$ cat src/rtl/csjd_pkg.sv
`timescale 1ns / 1ps
`default_nettype none
// Shared types, constants and register codes of the CAN signal jump detector.
package csjd_pkg;

    localparam int MAX_SIGNAL_BITS_DEFAULT = 32;
    localparam int QUEUE_DEPTH_DEFAULT     = 4;
    localparam int FRAME_BYTES             = 8;
    localparam int DATA_BYTES              = 8;
    localparam int DATA_W                  = DATA_BYTES * 8;
    localparam int BYTE_LIMIT = (FRAME_BYTES < DATA_BYTES) ? FRAME_BYTES : DATA_BYTES;

    localparam int ID_W     = 29;
    localparam int LEN_W    = 6;
    localparam int FLEN_W   = 4;
    localparam int VALUE_W  = 32;
    localparam int CFG_W    = 64;
    localparam int CFG_IDX_W = 3;

    // Register indexes on the configuration port.
    typedef enum logic [CFG_IDX_W-1:0] {
        REG_TARGET_ID     = 3'd0,
        REG_SIGNAL_LAYOUT = 3'd1,
        REG_SCALE_PAIR    = 3'd2,
        REG_VALID_RANGE   = 3'd3,
        REG_JUMP_MODE     = 3'd4,
        REG_FROM_RANGE    = 3'd5,
        REG_TO_RANGE      = 3'd6
    } cfg_index_t;

    typedef enum logic [1:0] {
        MODE_ANY_CHANGE = 2'd0,
        MODE_EXACT      = 2'd1,
        MODE_RANGE      = 2'd2
    } jump_mode_t;

    localparam logic [ID_W-1:0] TARGET_ID_RST     = '0;
    localparam logic [12:0]     SIGNAL_LAYOUT_RST = 13'd512;
    localparam logic [63:0]     SCALE_PAIR_RST    = 64'h0001_0000_0000_0000;
    localparam logic [63:0]     VALID_RANGE_RST   = 64'h8000_0000_7FFF_FFFF;
    localparam logic [1:0]      JUMP_MODE_RST     = 2'd0;
    localparam logic [63:0]     FROM_RANGE_RST    = '0;
    localparam logic [63:0]     TO_RANGE_RST      = '0;

    // Decoded configuration, handed to the front and back ends.
    typedef struct packed {
        logic [ID_W-1:0]           target_id;
        logic [LEN_W-1:0]          field_lsb;
        logic [LEN_W-1:0]          length;
        logic                      sign_flag;
        logic signed [VALUE_W-1:0] factor;
        logic signed [VALUE_W-1:0] offset;
        logic signed [VALUE_W-1:0] min_value;
        logic signed [VALUE_W-1:0] max_value;
        logic [1:0]                mode;
        logic signed [VALUE_W-1:0] from_lo;
        logic signed [VALUE_W-1:0] from_hi;
        logic signed [VALUE_W-1:0] to_lo;
        logic signed [VALUE_W-1:0] to_hi;
    } cfg_t;

endpackage
`default_nettype wire

$ cat src/rtl/csjd_fifo.sv
`timescale 1ns / 1ps
`default_nettype none
// Small flip-flop queue between the front and back ends.
module csjd_fifo
    import csjd_pkg::*;
#(
    parameter int WIDTH = 33,
    parameter int DEPTH = QUEUE_DEPTH_DEFAULT
) (
    input  wire logic             clk,
    input  wire logic             rst_n,
    input  wire logic             push,
    input  wire logic [WIDTH-1:0] wr_data,
    input  wire logic             pop,
    output logic      [WIDTH-1:0] rd_data,
    output logic                  full,
    output logic                  empty
);

    localparam int PTR_W = (DEPTH > 1) ? $clog2(DEPTH) : 1;
    localparam int CNT_W = $clog2(DEPTH + 1);

    logic [WIDTH-1:0] slot_reg [DEPTH];
    logic [PTR_W-1:0] wptr_reg, wptr_next;
    logic [PTR_W-1:0] rptr_reg, rptr_next;
    logic [CNT_W-1:0] count_reg, count_next;
    logic             do_push;
    logic             do_pop;

    assign full    = (count_reg == CNT_W'(DEPTH));
    assign empty   = (count_reg == '0);
    assign do_push = push && !full;
    assign do_pop  = pop && !empty;
    assign rd_data = slot_reg[rptr_reg];

    always_comb
    begin
        wptr_next  = wptr_reg;
        rptr_next  = rptr_reg;
        count_next = count_reg;
        if (do_push)
        begin
            wptr_next = (wptr_reg == PTR_W'(DEPTH - 1)) ? '0 : wptr_reg + PTR_W'(1);
        end
        if (do_pop)
        begin
            rptr_next = (rptr_reg == PTR_W'(DEPTH - 1)) ? '0 : rptr_reg + PTR_W'(1);
        end
        if (do_push && !do_pop)
        begin
            count_next = count_reg + CNT_W'(1);
        end
        else if (do_pop && !do_push)
        begin
            count_next = count_reg - CNT_W'(1);
        end
    end

    always_ff @(posedge clk or negedge rst_n)
    begin
        if (!rst_n)
        begin
            wptr_reg  <= '0;
            rptr_reg  <= '0;
            count_reg <= '0;
        end
        else
        begin
            wptr_reg  <= wptr_next;
            rptr_reg  <= rptr_next;
            count_reg <= count_next;
        end
    end

    always_ff @(posedge clk)
    begin
        if (do_push)
        begin
            slot_reg[wptr_reg] <= wr_data;
        end
    end

endmodule
`default_nettype wire

$ cat src/rtl/csjd_front.sv
`timescale 1ns / 1ps
`default_nettype none
// Front end: takes frames, filters on identifier and extracts the raw field.
module csjd_front
    import csjd_pkg::*;
#(
    parameter int MAX_SIGNAL_BITS = MAX_SIGNAL_BITS_DEFAULT
) (
    input  wire logic                         clk,
    input  wire logic                         rst_n,
    input  wire cfg_t                         cfg,
    input  wire logic                         frame_valid,
    output logic                              frame_ready,
    input  wire logic [ID_W-1:0]              frame_id,
    input  wire logic [DATA_W-1:0]            frame_data,
    input  wire logic [FLEN_W-1:0]            frame_len,
    output logic                              q_push,
    output logic      [MAX_SIGNAL_BITS:0]     q_raw,
    input  wire logic                         q_full
);

    localparam int RAW_W = MAX_SIGNAL_BITS + 1;

    logic             hold_valid_reg, hold_valid_next;
    logic [RAW_W-1:0] raw_reg;
    logic [RAW_W-1:0] raw_next;
    logic             accept;

    logic [FLEN_W-1:0] nbytes;
    logic [DATA_W-1:0] masked;
    logic [DATA_W-1:0] shifted;
    logic [LEN_W-1:0]  len_eff;
    logic              sign_fill;

    // Bits beyond the frame length read as zero, so the field is cut by a byte mask
    // before the shift; the sign of a cut field therefore comes out as zero.
    always_comb
    begin
        nbytes = (frame_len > FLEN_W'(BYTE_LIMIT)) ? FLEN_W'(BYTE_LIMIT) : frame_len;
        for (int b = 0; b < DATA_BYTES; b++)
        begin
            masked[b*8 +: 8] = (FLEN_W'(b) < nbytes) ? frame_data[b*8 +: 8] : 8'h00;
        end
        shifted = masked >> cfg.field_lsb;
        len_eff = (cfg.length > LEN_W'(MAX_SIGNAL_BITS)) ? LEN_W'(MAX_SIGNAL_BITS)
                                                          : cfg.length;
        sign_fill = 1'b0;
        for (int i = 0; i < MAX_SIGNAL_BITS; i++)
        begin
            if (len_eff == LEN_W'(i + 1))
            begin
                sign_fill = cfg.sign_flag & shifted[i];
            end
        end
        for (int i = 0; i < MAX_SIGNAL_BITS; i++)
        begin
            raw_next[i] = (LEN_W'(i) < len_eff) ? shifted[i] : sign_fill;
        end
        raw_next[RAW_W-1] = sign_fill;
    end

    assign q_push      = hold_valid_reg && !q_full;
    assign frame_ready = !hold_valid_reg || !q_full;
    assign accept      = frame_valid && frame_ready;
    assign q_raw       = raw_reg;

    always_comb
    begin
        if (accept)
        begin
            hold_valid_next = (frame_id == cfg.target_id);
        end
        else
        begin
            hold_valid_next = hold_valid_reg && !q_push;
        end
    end

    always_ff @(posedge clk or negedge rst_n)
    begin
        if (!rst_n)
        begin
            hold_valid_reg <= 1'b0;
        end
        else
        begin
            hold_valid_reg <= hold_valid_next;
        end
    end

    always_ff @(posedge clk)
    begin
        if (accept)
        begin
            raw_reg <= raw_next;
        end
    end

endmodule
`default_nettype wire

$ cat src/rtl/csjd_back.sv
`timescale 1ns / 1ps
`default_nettype none
// Back end: scaling, saturation, range check, jump test and result register.
module csjd_back
    import csjd_pkg::*;
#(
    parameter int MAX_SIGNAL_BITS = MAX_SIGNAL_BITS_DEFAULT
) (
    input  wire logic                      clk,
    input  wire logic                      rst_n,
    input  wire cfg_t                      cfg,
    input  wire logic                      q_empty,
    output logic                           q_pop,
    input  wire logic [MAX_SIGNAL_BITS:0]  q_raw,
    output logic                           jump_valid,
    input  wire logic                      jump_ready,
    output logic signed [VALUE_W-1:0]      prev_value,
    output logic signed [VALUE_W-1:0]      curr_value
);

    localparam int RAW_W  = MAX_SIGNAL_BITS + 1;
    localparam int PROD_W = RAW_W + VALUE_W;
    localparam int SUM_W  = PROD_W + 1;
    localparam int HI_W   = SUM_W - (VALUE_W - 1);

    function automatic logic in_span(input logic signed [VALUE_W-1:0] v,
                                     input logic signed [VALUE_W-1:0] lo,
                                     input logic signed [VALUE_W-1:0] hi);
        return (v >= lo) && (v <= hi);
    endfunction

    logic                      advance;

    // multiply stage
    logic                      mul_valid_reg, mul_valid_next;
    logic signed [PROD_W-1:0]  prod_reg;
    logic signed [PROD_W-1:0]  prod_next;
    logic signed [PROD_W-1:0]  raw_ext;
    logic signed [PROD_W-1:0]  factor_ext;

    // offset, saturation and valid range stage
    logic                      sat_valid_reg, sat_valid_next;
    logic signed [VALUE_W-1:0] sat_reg;
    logic signed [VALUE_W-1:0] sat_next;
    logic signed [SUM_W-1:0]   sum;
    logic        [HI_W-1:0]    sum_top;

    // stored value and jump test
    logic                      seen_reg, seen_next;
    logic signed [VALUE_W-1:0] last_reg, last_next;
    logic                      hit;

    logic                      out_valid_reg, out_valid_next;
    logic signed [VALUE_W-1:0] prev_reg;
    logic signed [VALUE_W-1:0] curr_reg;

    // The whole back pipeline moves together whenever the result register is free.
    assign advance = !out_valid_reg || jump_ready;
    assign q_pop   = advance && !q_empty;

    assign raw_ext    = PROD_W'($signed(q_raw));
    assign factor_ext = PROD_W'(cfg.factor);
    assign prod_next  = raw_ext * factor_ext;

    always_comb
    begin
        sum     = SUM_W'(prod_reg) + SUM_W'(cfg.offset);
        sum_top = sum[SUM_W-1:VALUE_W-1];
        if ((&sum_top) || !(|sum_top))
        begin
            sat_next = sum[VALUE_W-1:0];
        end
        else if (sum[SUM_W-1])
        begin
            sat_next = {1'b1, {(VALUE_W - 1){1'b0}}};
        end
        else
        begin
            sat_next = {1'b0, {(VALUE_W - 1){1'b1}}};
        end
    end

    always_comb
    begin
        mul_valid_next = mul_valid_reg;
        sat_valid_next = sat_valid_reg;
        if (advance)
        begin
            mul_valid_next = q_pop;
            sat_valid_next = mul_valid_reg && in_span(sat_next, cfg.min_value, cfg.max_value);
        end
    end

    always_comb
    begin
        case (cfg.mode)
            MODE_ANY_CHANGE: hit = (last_reg != sat_reg);
            MODE_EXACT:      hit = (last_reg == cfg.from_lo) && (sat_reg == cfg.to_lo);
            MODE_RANGE:      hit = in_span(last_reg, cfg.from_lo, cfg.from_hi)
                                   && in_span(sat_reg, cfg.to_lo, cfg.to_hi);
            default:         hit = 1'b0;
        endcase
        hit = hit && seen_reg && sat_valid_reg;
    end

    always_comb
    begin
        seen_next      = seen_reg;
        last_next      = last_reg;
        out_valid_next = out_valid_reg;
        if (advance)
        begin
            out_valid_next = hit;
            if (sat_valid_reg)
            begin
                seen_next = 1'b1;
                last_next = sat_reg;
            end
        end
    end

    always_ff @(posedge clk or negedge rst_n)
    begin
        if (!rst_n)
        begin
            mul_valid_reg <= 1'b0;
            sat_valid_reg <= 1'b0;
            seen_reg      <= 1'b0;
            last_reg      <= '0;
            out_valid_reg <= 1'b0;
        end
        else
        begin
            mul_valid_reg <= mul_valid_next;
            sat_valid_reg <= sat_valid_next;
            seen_reg      <= seen_next;
            last_reg      <= last_next;
            out_valid_reg <= out_valid_next;
        end
    end

    always_ff @(posedge clk)
    begin
        if (q_pop)
        begin
            prod_reg <= prod_next;
        end
        if (advance && mul_valid_reg)
        begin
            sat_reg <= sat_next;
        end
        if (advance && hit)
        begin
            prev_reg <= last_reg;
            curr_reg <= sat_reg;
        end
    end

    assign jump_valid = out_valid_reg;
    assign prev_value = prev_reg;
    assign curr_value = curr_reg;

endmodule
`default_nettype wire

$ cat src/rtl/can_signal_jump_detector.sv
`timescale 1ns / 1ps
`default_nettype none
// CAN signal jump detector: watches one signal of one CAN identifier and
// reports a beat whenever the scaled value jumps as configured.
//
// Input channel (frame_valid / frame_ready): one beat is one received frame.
// Frames of another identifier are taken and discarded. The front end holds one
// frame, extracts the raw field and hands it to a four-entry queue; the back end
// scales it (one 33 x 32 bit multiply), adds the offset, saturates, checks the
// valid range and compares against the stored value.
// Output channel (jump_valid / jump_ready): one beat carries the previous and the
// current value of a detected jump. A frame passes the front holding register, the
// queue, the product, saturated-value and result registers. One frame per cycle is
// sustained while the receiver takes results. Configuration is written through
// cfg_we / cfg_index / cfg_data; the user must do so only while no frame is in
// flight, which the block does not enforce; indexes beyond the register list are ignored.
// Reset clears the registers to their documented values, forgets the stored value
// and empties the pipeline. When the receiver stalls, the result stays on the
// output, the back end freezes, and frames keep being taken until the queue and
// the front stage are full.
module can_signal_jump_detector
    import csjd_pkg::*;
#(
    parameter int MAX_SIGNAL_BITS = MAX_SIGNAL_BITS_DEFAULT,
    parameter int QUEUE_DEPTH     = QUEUE_DEPTH_DEFAULT
) (
    input  wire logic                      clk,
    input  wire logic                      rst_n,
    input  wire logic                      cfg_we,
    input  wire logic [CFG_IDX_W-1:0]      cfg_index,
    input  wire logic [CFG_W-1:0]          cfg_data,
    input  wire logic                      frame_valid,
    output logic                           frame_ready,
    input  wire logic [ID_W-1:0]           frame_id,
    input  wire logic [DATA_W-1:0]         frame_data,
    input  wire logic [FLEN_W-1:0]         frame_len,
    output logic                           jump_valid,
    input  wire logic                      jump_ready,
    output logic signed [VALUE_W-1:0]      prev_value,
    output logic signed [VALUE_W-1:0]      curr_value
);

    localparam int RAW_W = MAX_SIGNAL_BITS + 1;

    logic [ID_W-1:0] target_id_reg;
    logic [12:0]     signal_layout_reg;
    logic [63:0]     scale_pair_reg;
    logic [63:0]     valid_range_reg;
    logic [1:0]      jump_mode_reg;
    logic [63:0]     from_range_reg;
    logic [63:0]     to_range_reg;
    cfg_t            cfg;

    logic             q_push;
    logic             q_pop;
    logic             q_full;
    logic             q_empty;
    logic [RAW_W-1:0] q_wr_raw;
    logic [RAW_W-1:0] q_rd_raw;

    // Register file. Only the low bits of each write that the register holds are kept.
    always_ff @(posedge clk or negedge rst_n)
    begin
        if (!rst_n)
        begin
            target_id_reg     <= TARGET_ID_RST;
            signal_layout_reg <= SIGNAL_LAYOUT_RST;
            scale_pair_reg    <= SCALE_PAIR_RST;
            valid_range_reg   <= VALID_RANGE_RST;
            jump_mode_reg     <= JUMP_MODE_RST;
            from_range_reg    <= FROM_RANGE_RST;
            to_range_reg      <= TO_RANGE_RST;
        end
        else if (cfg_we)
        begin
            unique case (cfg_index)
                REG_TARGET_ID:     target_id_reg     <= cfg_data[ID_W-1:0];
                REG_SIGNAL_LAYOUT: signal_layout_reg <= cfg_data[12:0];
                REG_SCALE_PAIR:    scale_pair_reg    <= cfg_data;
                REG_VALID_RANGE:   valid_range_reg   <= cfg_data;
                REG_JUMP_MODE:     jump_mode_reg     <= cfg_data[1:0];
                REG_FROM_RANGE:    from_range_reg    <= cfg_data;
                REG_TO_RANGE:      to_range_reg      <= cfg_data;
                default:           ;
            endcase
        end
    end

    // Split the packed registers into their named fields.
    always_comb
    begin
        cfg.target_id = target_id_reg;
        cfg.field_lsb = signal_layout_reg[5:0];
        cfg.length    = signal_layout_reg[11:6];
        cfg.sign_flag = signal_layout_reg[12];
        cfg.factor    = scale_pair_reg[63:32];
        cfg.offset    = scale_pair_reg[31:0];
        cfg.min_value = valid_range_reg[63:32];
        cfg.max_value = valid_range_reg[31:0];
        cfg.mode      = jump_mode_reg;
        cfg.from_lo   = from_range_reg[63:32];
        cfg.from_hi   = from_range_reg[31:0];
        cfg.to_lo     = to_range_reg[63:32];
        cfg.to_hi     = to_range_reg[31:0];
    end

    csjd_front #(
        .MAX_SIGNAL_BITS(MAX_SIGNAL_BITS)
    ) u_front (
        .clk         (clk),
        .rst_n       (rst_n),
        .cfg         (cfg),
        .frame_valid (frame_valid),
        .frame_ready (frame_ready),
        .frame_id    (frame_id),
        .frame_data  (frame_data),
        .frame_len   (frame_len),
        .q_push      (q_push),
        .q_raw       (q_wr_raw),
        .q_full      (q_full)
    );

    csjd_fifo #(
        .WIDTH(RAW_W),
        .DEPTH(QUEUE_DEPTH)
    ) u_queue (
        .clk     (clk),
        .rst_n   (rst_n),
        .push    (q_push),
        .wr_data (q_wr_raw),
        .pop     (q_pop),
        .rd_data (q_rd_raw),
        .full    (q_full),
        .empty   (q_empty)
    );

    csjd_back #(
        .MAX_SIGNAL_BITS(MAX_SIGNAL_BITS)
    ) u_back (
        .clk        (clk),
        .rst_n      (rst_n),
        .cfg        (cfg),
        .q_empty    (q_empty),
        .q_pop      (q_pop),
        .q_raw      (q_rd_raw),
        .jump_valid (jump_valid),
        .jump_ready (jump_ready),
        .prev_value (prev_value),
        .curr_value (curr_value)
    );

endmodule
`default_nettype wire

$ cat config.mk
export PLATFORM = sky130hd
export DESIGN_NAME = can_signal_jump_detector
export DESIGN_NICKNAME = d
export VERILOG_FILES = /design/src/rtl/csjd_pkg.sv /design/src/rtl/csjd_fifo.sv /design/src/rtl/csjd_front.sv /design/src/rtl/csjd_back.sv /design/src/rtl/can_signal_jump_detector.sv
export SDC_FILE = /design/constraint.sdc
export NUM_CORES = 2
export LEC_CHECK = 0
export BUFFER_PORTS_ARGS = -buffer_cell sky130_fd_sc_hd__buf_2
export CORE_UTILIZATION = 50
export CTS_CLUSTER_SIZE = 24
export DETAILED_ROUTE_END_ITERATION = 8
export GPL_TIMING_DRIVEN = 0
export HOLD_SLACK_MARGIN = 0.1
export PLACE_DENSITY = 0.66
export RECOVER_POWER = 25
export SYNTH_ARGS = -nofsm -noshare
export SYNTH_HDL_FRONTEND = slang
export SYNTH_SLANG_ARGS = --single-unit
$ cat constraint.sdc
create_clock -name clk -period 13.1 [get_ports clk]
set_input_delay 0.655 -clock clk [delete_from_list [all_inputs] [get_ports clk]]
set_output_delay 0.655 -clock clk [all_outputs]
set_load 0.01 [all_outputs]
[After elaboration in Yosys (flattened, before gate mapping)]
Memories as Yosys holds them, arrays and structs flattened.
Cells that the tools add are included.
Word-level totals
  register bits after elaboration: 538
  bits in latches: 0
  memory bits (writable): 132
  memory bits (read-only): 0
  input bits: 169
  output and inout bits: 66
  word-level logic and storage cells: 283
  memories kept: 1
Cells by class
  add/sub/neg operators: 5
  multipliers: 1
  div/mod/pow operators: 0
  magnitude comparators: 48
  equality and inequality tests: 47
  shifts and indexed selects: 1
  muxes and demuxes: 84
  bitwise logic cells: 32
  reductions and logical operators: 43
Memory list
  u_queue.slot_reg: depth 4, width 33, read ports 1, clocked after memory_dff 0, wr ports 1, RTL line csjd_fifo.sv:23  | logic [WIDTH-1:0] slot_reg [DEPTH];
Operators with widths (count)
  equality test 6 x 5 -> 1 bit, second input constant: 16
  >= comparator 32 bit: 3
  less-or-equal comparator 32 bit: 3
  < comparator 5 x 6 -> 1 bit, first input constant: 16
  2-to-1 mux 1 bit: 67
  adder 65 x 32 -> 66 bit: 1
  multiplier 33 x 32 -> 65 bit: 1
  equality test 32 bit: 2
  2-to-1 mux 32 bit: 2
  2-to-1 mux 8 bit: 8
  >> shifter 64 x 6 -> 32 bit: 1
  equality test 6 x 4 -> 1 bit, second input constant: 8
  < comparator 4 x 6 -> 1 bit, first input constant: 8
  AND reduction 35 bit: 1
  OR reduction 35 bit: 1
  bitwise AND 1 bit: 32
  != test 32 bit: 1
  equality test 29 bit: 1
  equality test 6 x 3 -> 1 bit, second input constant: 4
  < comparator 3 x 6 -> 1 bit, first input constant: 4
  logical AND 1 bit: 18
  < comparator 3 x 4 -> 1 bit, first input constant: 4
  AND reduction 2 bit: 8
  equality test 3 bit, second input constant: 4
  other kinds (26): 47

[Depth between registers and ports, before layout]
  word-level depth: 39
  gate-level depth with buffers: 35
  mapped depth without buffers: 32

[Modules after synthesis]
A second synthesis with hierarchy kept.
Unflattened totals
  cells, all modules: 7627
  area total of the unflattened synthesis: 78177.5 µm²
Modules (own cells, without submodules)
  csjd_back: times used 1, cells an instance 5744, area each 53582.6 µm², sequential area each 5735.5 µm²
  can_signal_jump_detector: times used 1, cells an instance 639, area each 11492.3 µm², sequential area each 7549.7 µm²
  csjd_front: times used 1, cells an instance 1034, area each 7873.8 µm², sequential area each 1016.0 µm²
  csjd_fifo: times used 1, cells an instance 210, area each 5228.8 µm², sequential area each 4139.0 µm²

[Least setup slack after synthesis]
No wires, ideal clock.
  path type: register to register
  start: register u_queue.rptr_reg[0]
  end: register u_back.prod_reg[62], data pin
  setup time: 0.135 ns
  data arrival time: 9.559 ns
  required time: 12.965 ns
  path slack: 3.407 ns
  stages on the path, launching flop included: 33
  path buffers: 3
  clock period less this slack: 9.693 ns
  path through: dfrtp_1 > clkbuf_1 > buf_1 > mux4_2 > clkbuf_1 > nand2_1 > inv_1 > fa_1 > fa_1 > fa_1 > inv_1 > fa_1 > inv_1 > fa_1 > inv_1 > fa_1 > inv_1 > fa_1 > inv_1 > fa_1 > inv_1 > ha_1 > a21oi_1 > o21ai_0 > and3_1 > o21ai_0 > or3b_2 > a31oi_1 > o211ai_1 > a21oi_1 > o31ai_1 > or4b_2 > nand3_1
On the way
  longest elaborated chain between the ends: 2
RTL lines
  from (decl): RTL line csjd_fifo.sv:25  | logic [PTR_W-1:0] rptr_reg, rptr_next;
  from (signal assigned): RTL line csjd_fifo.sv:70  | rptr_reg <= rptr_next;
  memory (4 x 33 bit)
  multiplier 33 x 32 -> 65 bit: RTL line csjd_back.sv:63  | assign prod_next = raw_ext * factor_ext;
  net u_back.prod_next[62]: RTL line csjd_back.sv:37  | logic signed [PROD_W-1:0] prod_next;
  to (signal assigned): RTL line csjd_back.sv:146  | prod_reg <= prod_next;
  to (decl): RTL line csjd_back.sv:36  | logic signed [PROD_W-1:0] prod_reg;
The timed path passes the listed nets, and every way through them passes these cells.
A chain may end at the register's enable or synchronous reset.

[Worst setup path in the final report]
  start: register u_queue.rptr_reg[0]
  end: register u_back.prod_reg[64], data pin
Same word-level chain as after synthesis.

==> reports/summary.txt <==
Post-Syn Area - 0.0755 mm²
Clock Latency Late Sink - 720 ps
Place WS - 515 ps
core area - 0.150 mm²
Top Ports - 235
Worst Setup Start Kind - flip-flop
Initial Utilization - 0.504
area grow syn2layout - 8.53%
port buffer count - 233
Num CTS Buffers - 73
most frequent CP cell - fa_1
Critical Path AT - 12500 ps
DRT Pass-1 Iters - 6
Seq cells post-synth - 670
setup TNS - 0 ps
Final HPWL DP - 202000 µm
largest fanout on the critical path - 10
post-synth net total - 9187
Die Span Y - 391 µm
commonest non-fill, non-tap cell in the layout - inv_1
Final Setup Violations - 0
initial drt markers - 5087
Worst Slack Setup Final - 1010 ps
vias per inst - 5.72
Worst path slowest cell - o21ai_0
kind of critical path - flip-flop to flip-flop
Total GRT Usage - 0.328
H-tree depth - 3
routability congestion estimate - 0.976
CTS clk-pin slew, worst paths - 60 ps
post-synthesis area per instance - 10.1 µm²
Tightest Pin Transition - 6630 ps
critical path's largest stage delay - 1020 ps
Final Skew - 85.3 ps
Setup Buffers After CTS - 0
Routed wire per std cell - 24.7 µm
grt total ovfl - 0
worst hold path class - input pin to flip-flop
main flop type after synthesis - edfxtp_1
CTS sink cnt - 670
synth unique cells - 94
DRC - 0
fin. max-slew vios - 233
drt total wl - 244000 µm
clock root buffer - clkbuf_16
first-pass GRT wire length - 369000 µm
Placement Rows - 142
nets@finish - 9510
Routed Antenna Nets - 0
number of global-route vias before repair - 58600
CTS tree - done
proportion of synthesized flip-flops having asynchronous set or reset - 0.513
Die Wd - 391 µm
Crit path required time - 13510 ps
Post-synth EDFFs - 326
CTS Buffer Depth - 3
FMAX - 82.7 MHz
Slew Limit Headroom - -3.42
fraction of layout cells with a size suffix above 1 - 0.113
crit share post-route - 0.923
max cap viols - 2
Final min period - 12090 ps
Mapped Cells - 7455
status - finished, violations left
Largest register FFs - 132
largest net degree at the start of global routing - 117
total die area - 0.153 mm²
Synth Warn # - 0
crit end category - flip-flop
commonest non-fill, non-tap cells in the layout - inv_1, fa_1, nand2_1, ha_1, mux2_2
final hold vios - 0
post-synthesis sequential area ratio - 0.244
Via Count - 56400
failing checks - max-capacitance violations, max-slew violations
initial antenna violation count - 16
RSZ-0062 raised after global routing - no
[final timing paths]
check	start	to	slack [ps]	cells past startpoint
min in group asynchronous	rst_n	signal_layout_reg[0]	420	2
max in group asynchronous	rst_n	scale_pair_reg[7]	5990	3
worst max register to register	u_queue.rptr_reg[0]	u_back.prod_reg[64]	1010	30
worst max-delay path	u_queue.rptr_reg[0]	u_back.prod_reg[64]	1010	30
worst min register to register	u_front.q_raw[29]	u_queue.slot_reg[1][29]	500	0
worst min-delay path	cfg_data[39]	scale_pair_reg[39]	290	2
[area by class of cell]
class	count	area, µm²
Multi-Input combinational cell	4972	50100
Inverter	1443	5420
Sequential cell	670	18400
Timing Repair Buffer	248	1410
Clock buffer	96	1960
Tap cell	2016	2520
Buffer	370	1520
Fill cell	13400	67900
Antenna cell	4	10.0
Clock inverter	39	480
[synthesized netlist by cell type (27+ instances only)]
library cell  count  area (µm²)
xor2_1           81         709
o21bai_1         27         203
edfxtp_1        326        9790
buf_1            35         131
nor3_1           53         265
o21a_1           45         338
nand2b_1         71         444
and2_1          270        1690
mux4_2           72        1620
xnor2_1         107         937
a21o_1          125         938
dfstp_2          34         893
nor4_1           27         169
nand2_1         982        3690
nand4_1          81         507
a211oi_1         30         225
a21oi_1         281        1410
inv_1          1440        5410
ha_1            449        5620
mux2i_1          53         531
clkbuf_1        294        1100
nor2_1          166         623
nor2b_1          56         350
nand3_1          67         335
o21ai_0         154         771
fa_1           1114       22300
dfrtp_1         310        7760
a31oi_1          28         175
mux2_2          352        3960
[routing by layer]
metal,track usage,vias to the layer above,wire length (µm)
met4,0.129,6,11100
met3,0.0754,443,22900
met5,0,-,45
met1,0.454,29000,101000
met2,0.502,2349,109000
li1,-,24500,-
[cells by family after synthesis]
kind of cell               Yosys count  share of synthesized area
buffers and inverters             1813                     0.0919
DFF                                670                      0.244
xor gates and xnor gates           188                     0.0218
adders and majority gates         1563                      0.370
and+or+nand+nor                   1848                      0.114
muxes                              478                     0.0812
AOI/OAI and AO/OA                  895                     0.0769
[worst max-delay path, delay by kind of cell (launching register included)]
kind / cells / cell delay, ps
AO/OA/AOI/OAI: 6 / 2540
XOR/XNOR: 1 / 690
adder cells (fa/ha/maj): 9 / 4410
buffers and inverters: 8 / 2430
flip-flops: 1 / 350
multiplexers: 1 / 560
AND/OR/NAND/NOR: 5 / 780
[per-stage QoR]
step / utilization / cell area (µm²) / hold slack (ps) / cells
2_1_floorplan: - / 75500 / 359 / 7455
3_3_place_gp: 0.529 / 79200 / 467 / 9704
3_5_place_dp: 0.531 / 79500 / 458 / 9718
4_1_cts: 0.547 / 82000 / 251 / 9854
5_1_grt: 0.547 / 81900 / 257 / 9854
6_report: 0.547 / 81900 / 291 / 9858
[repair_timing]
item                                    CTS  global route
resized for setup                         0             1
endpoints found under the hold margin    37             0
endpoints found under the setup margin    0             2
hold buffers                              1             0
Power is not shown: default switching activity piles up to over one toggle a cycle in this logic, so the estimate is an artifact.
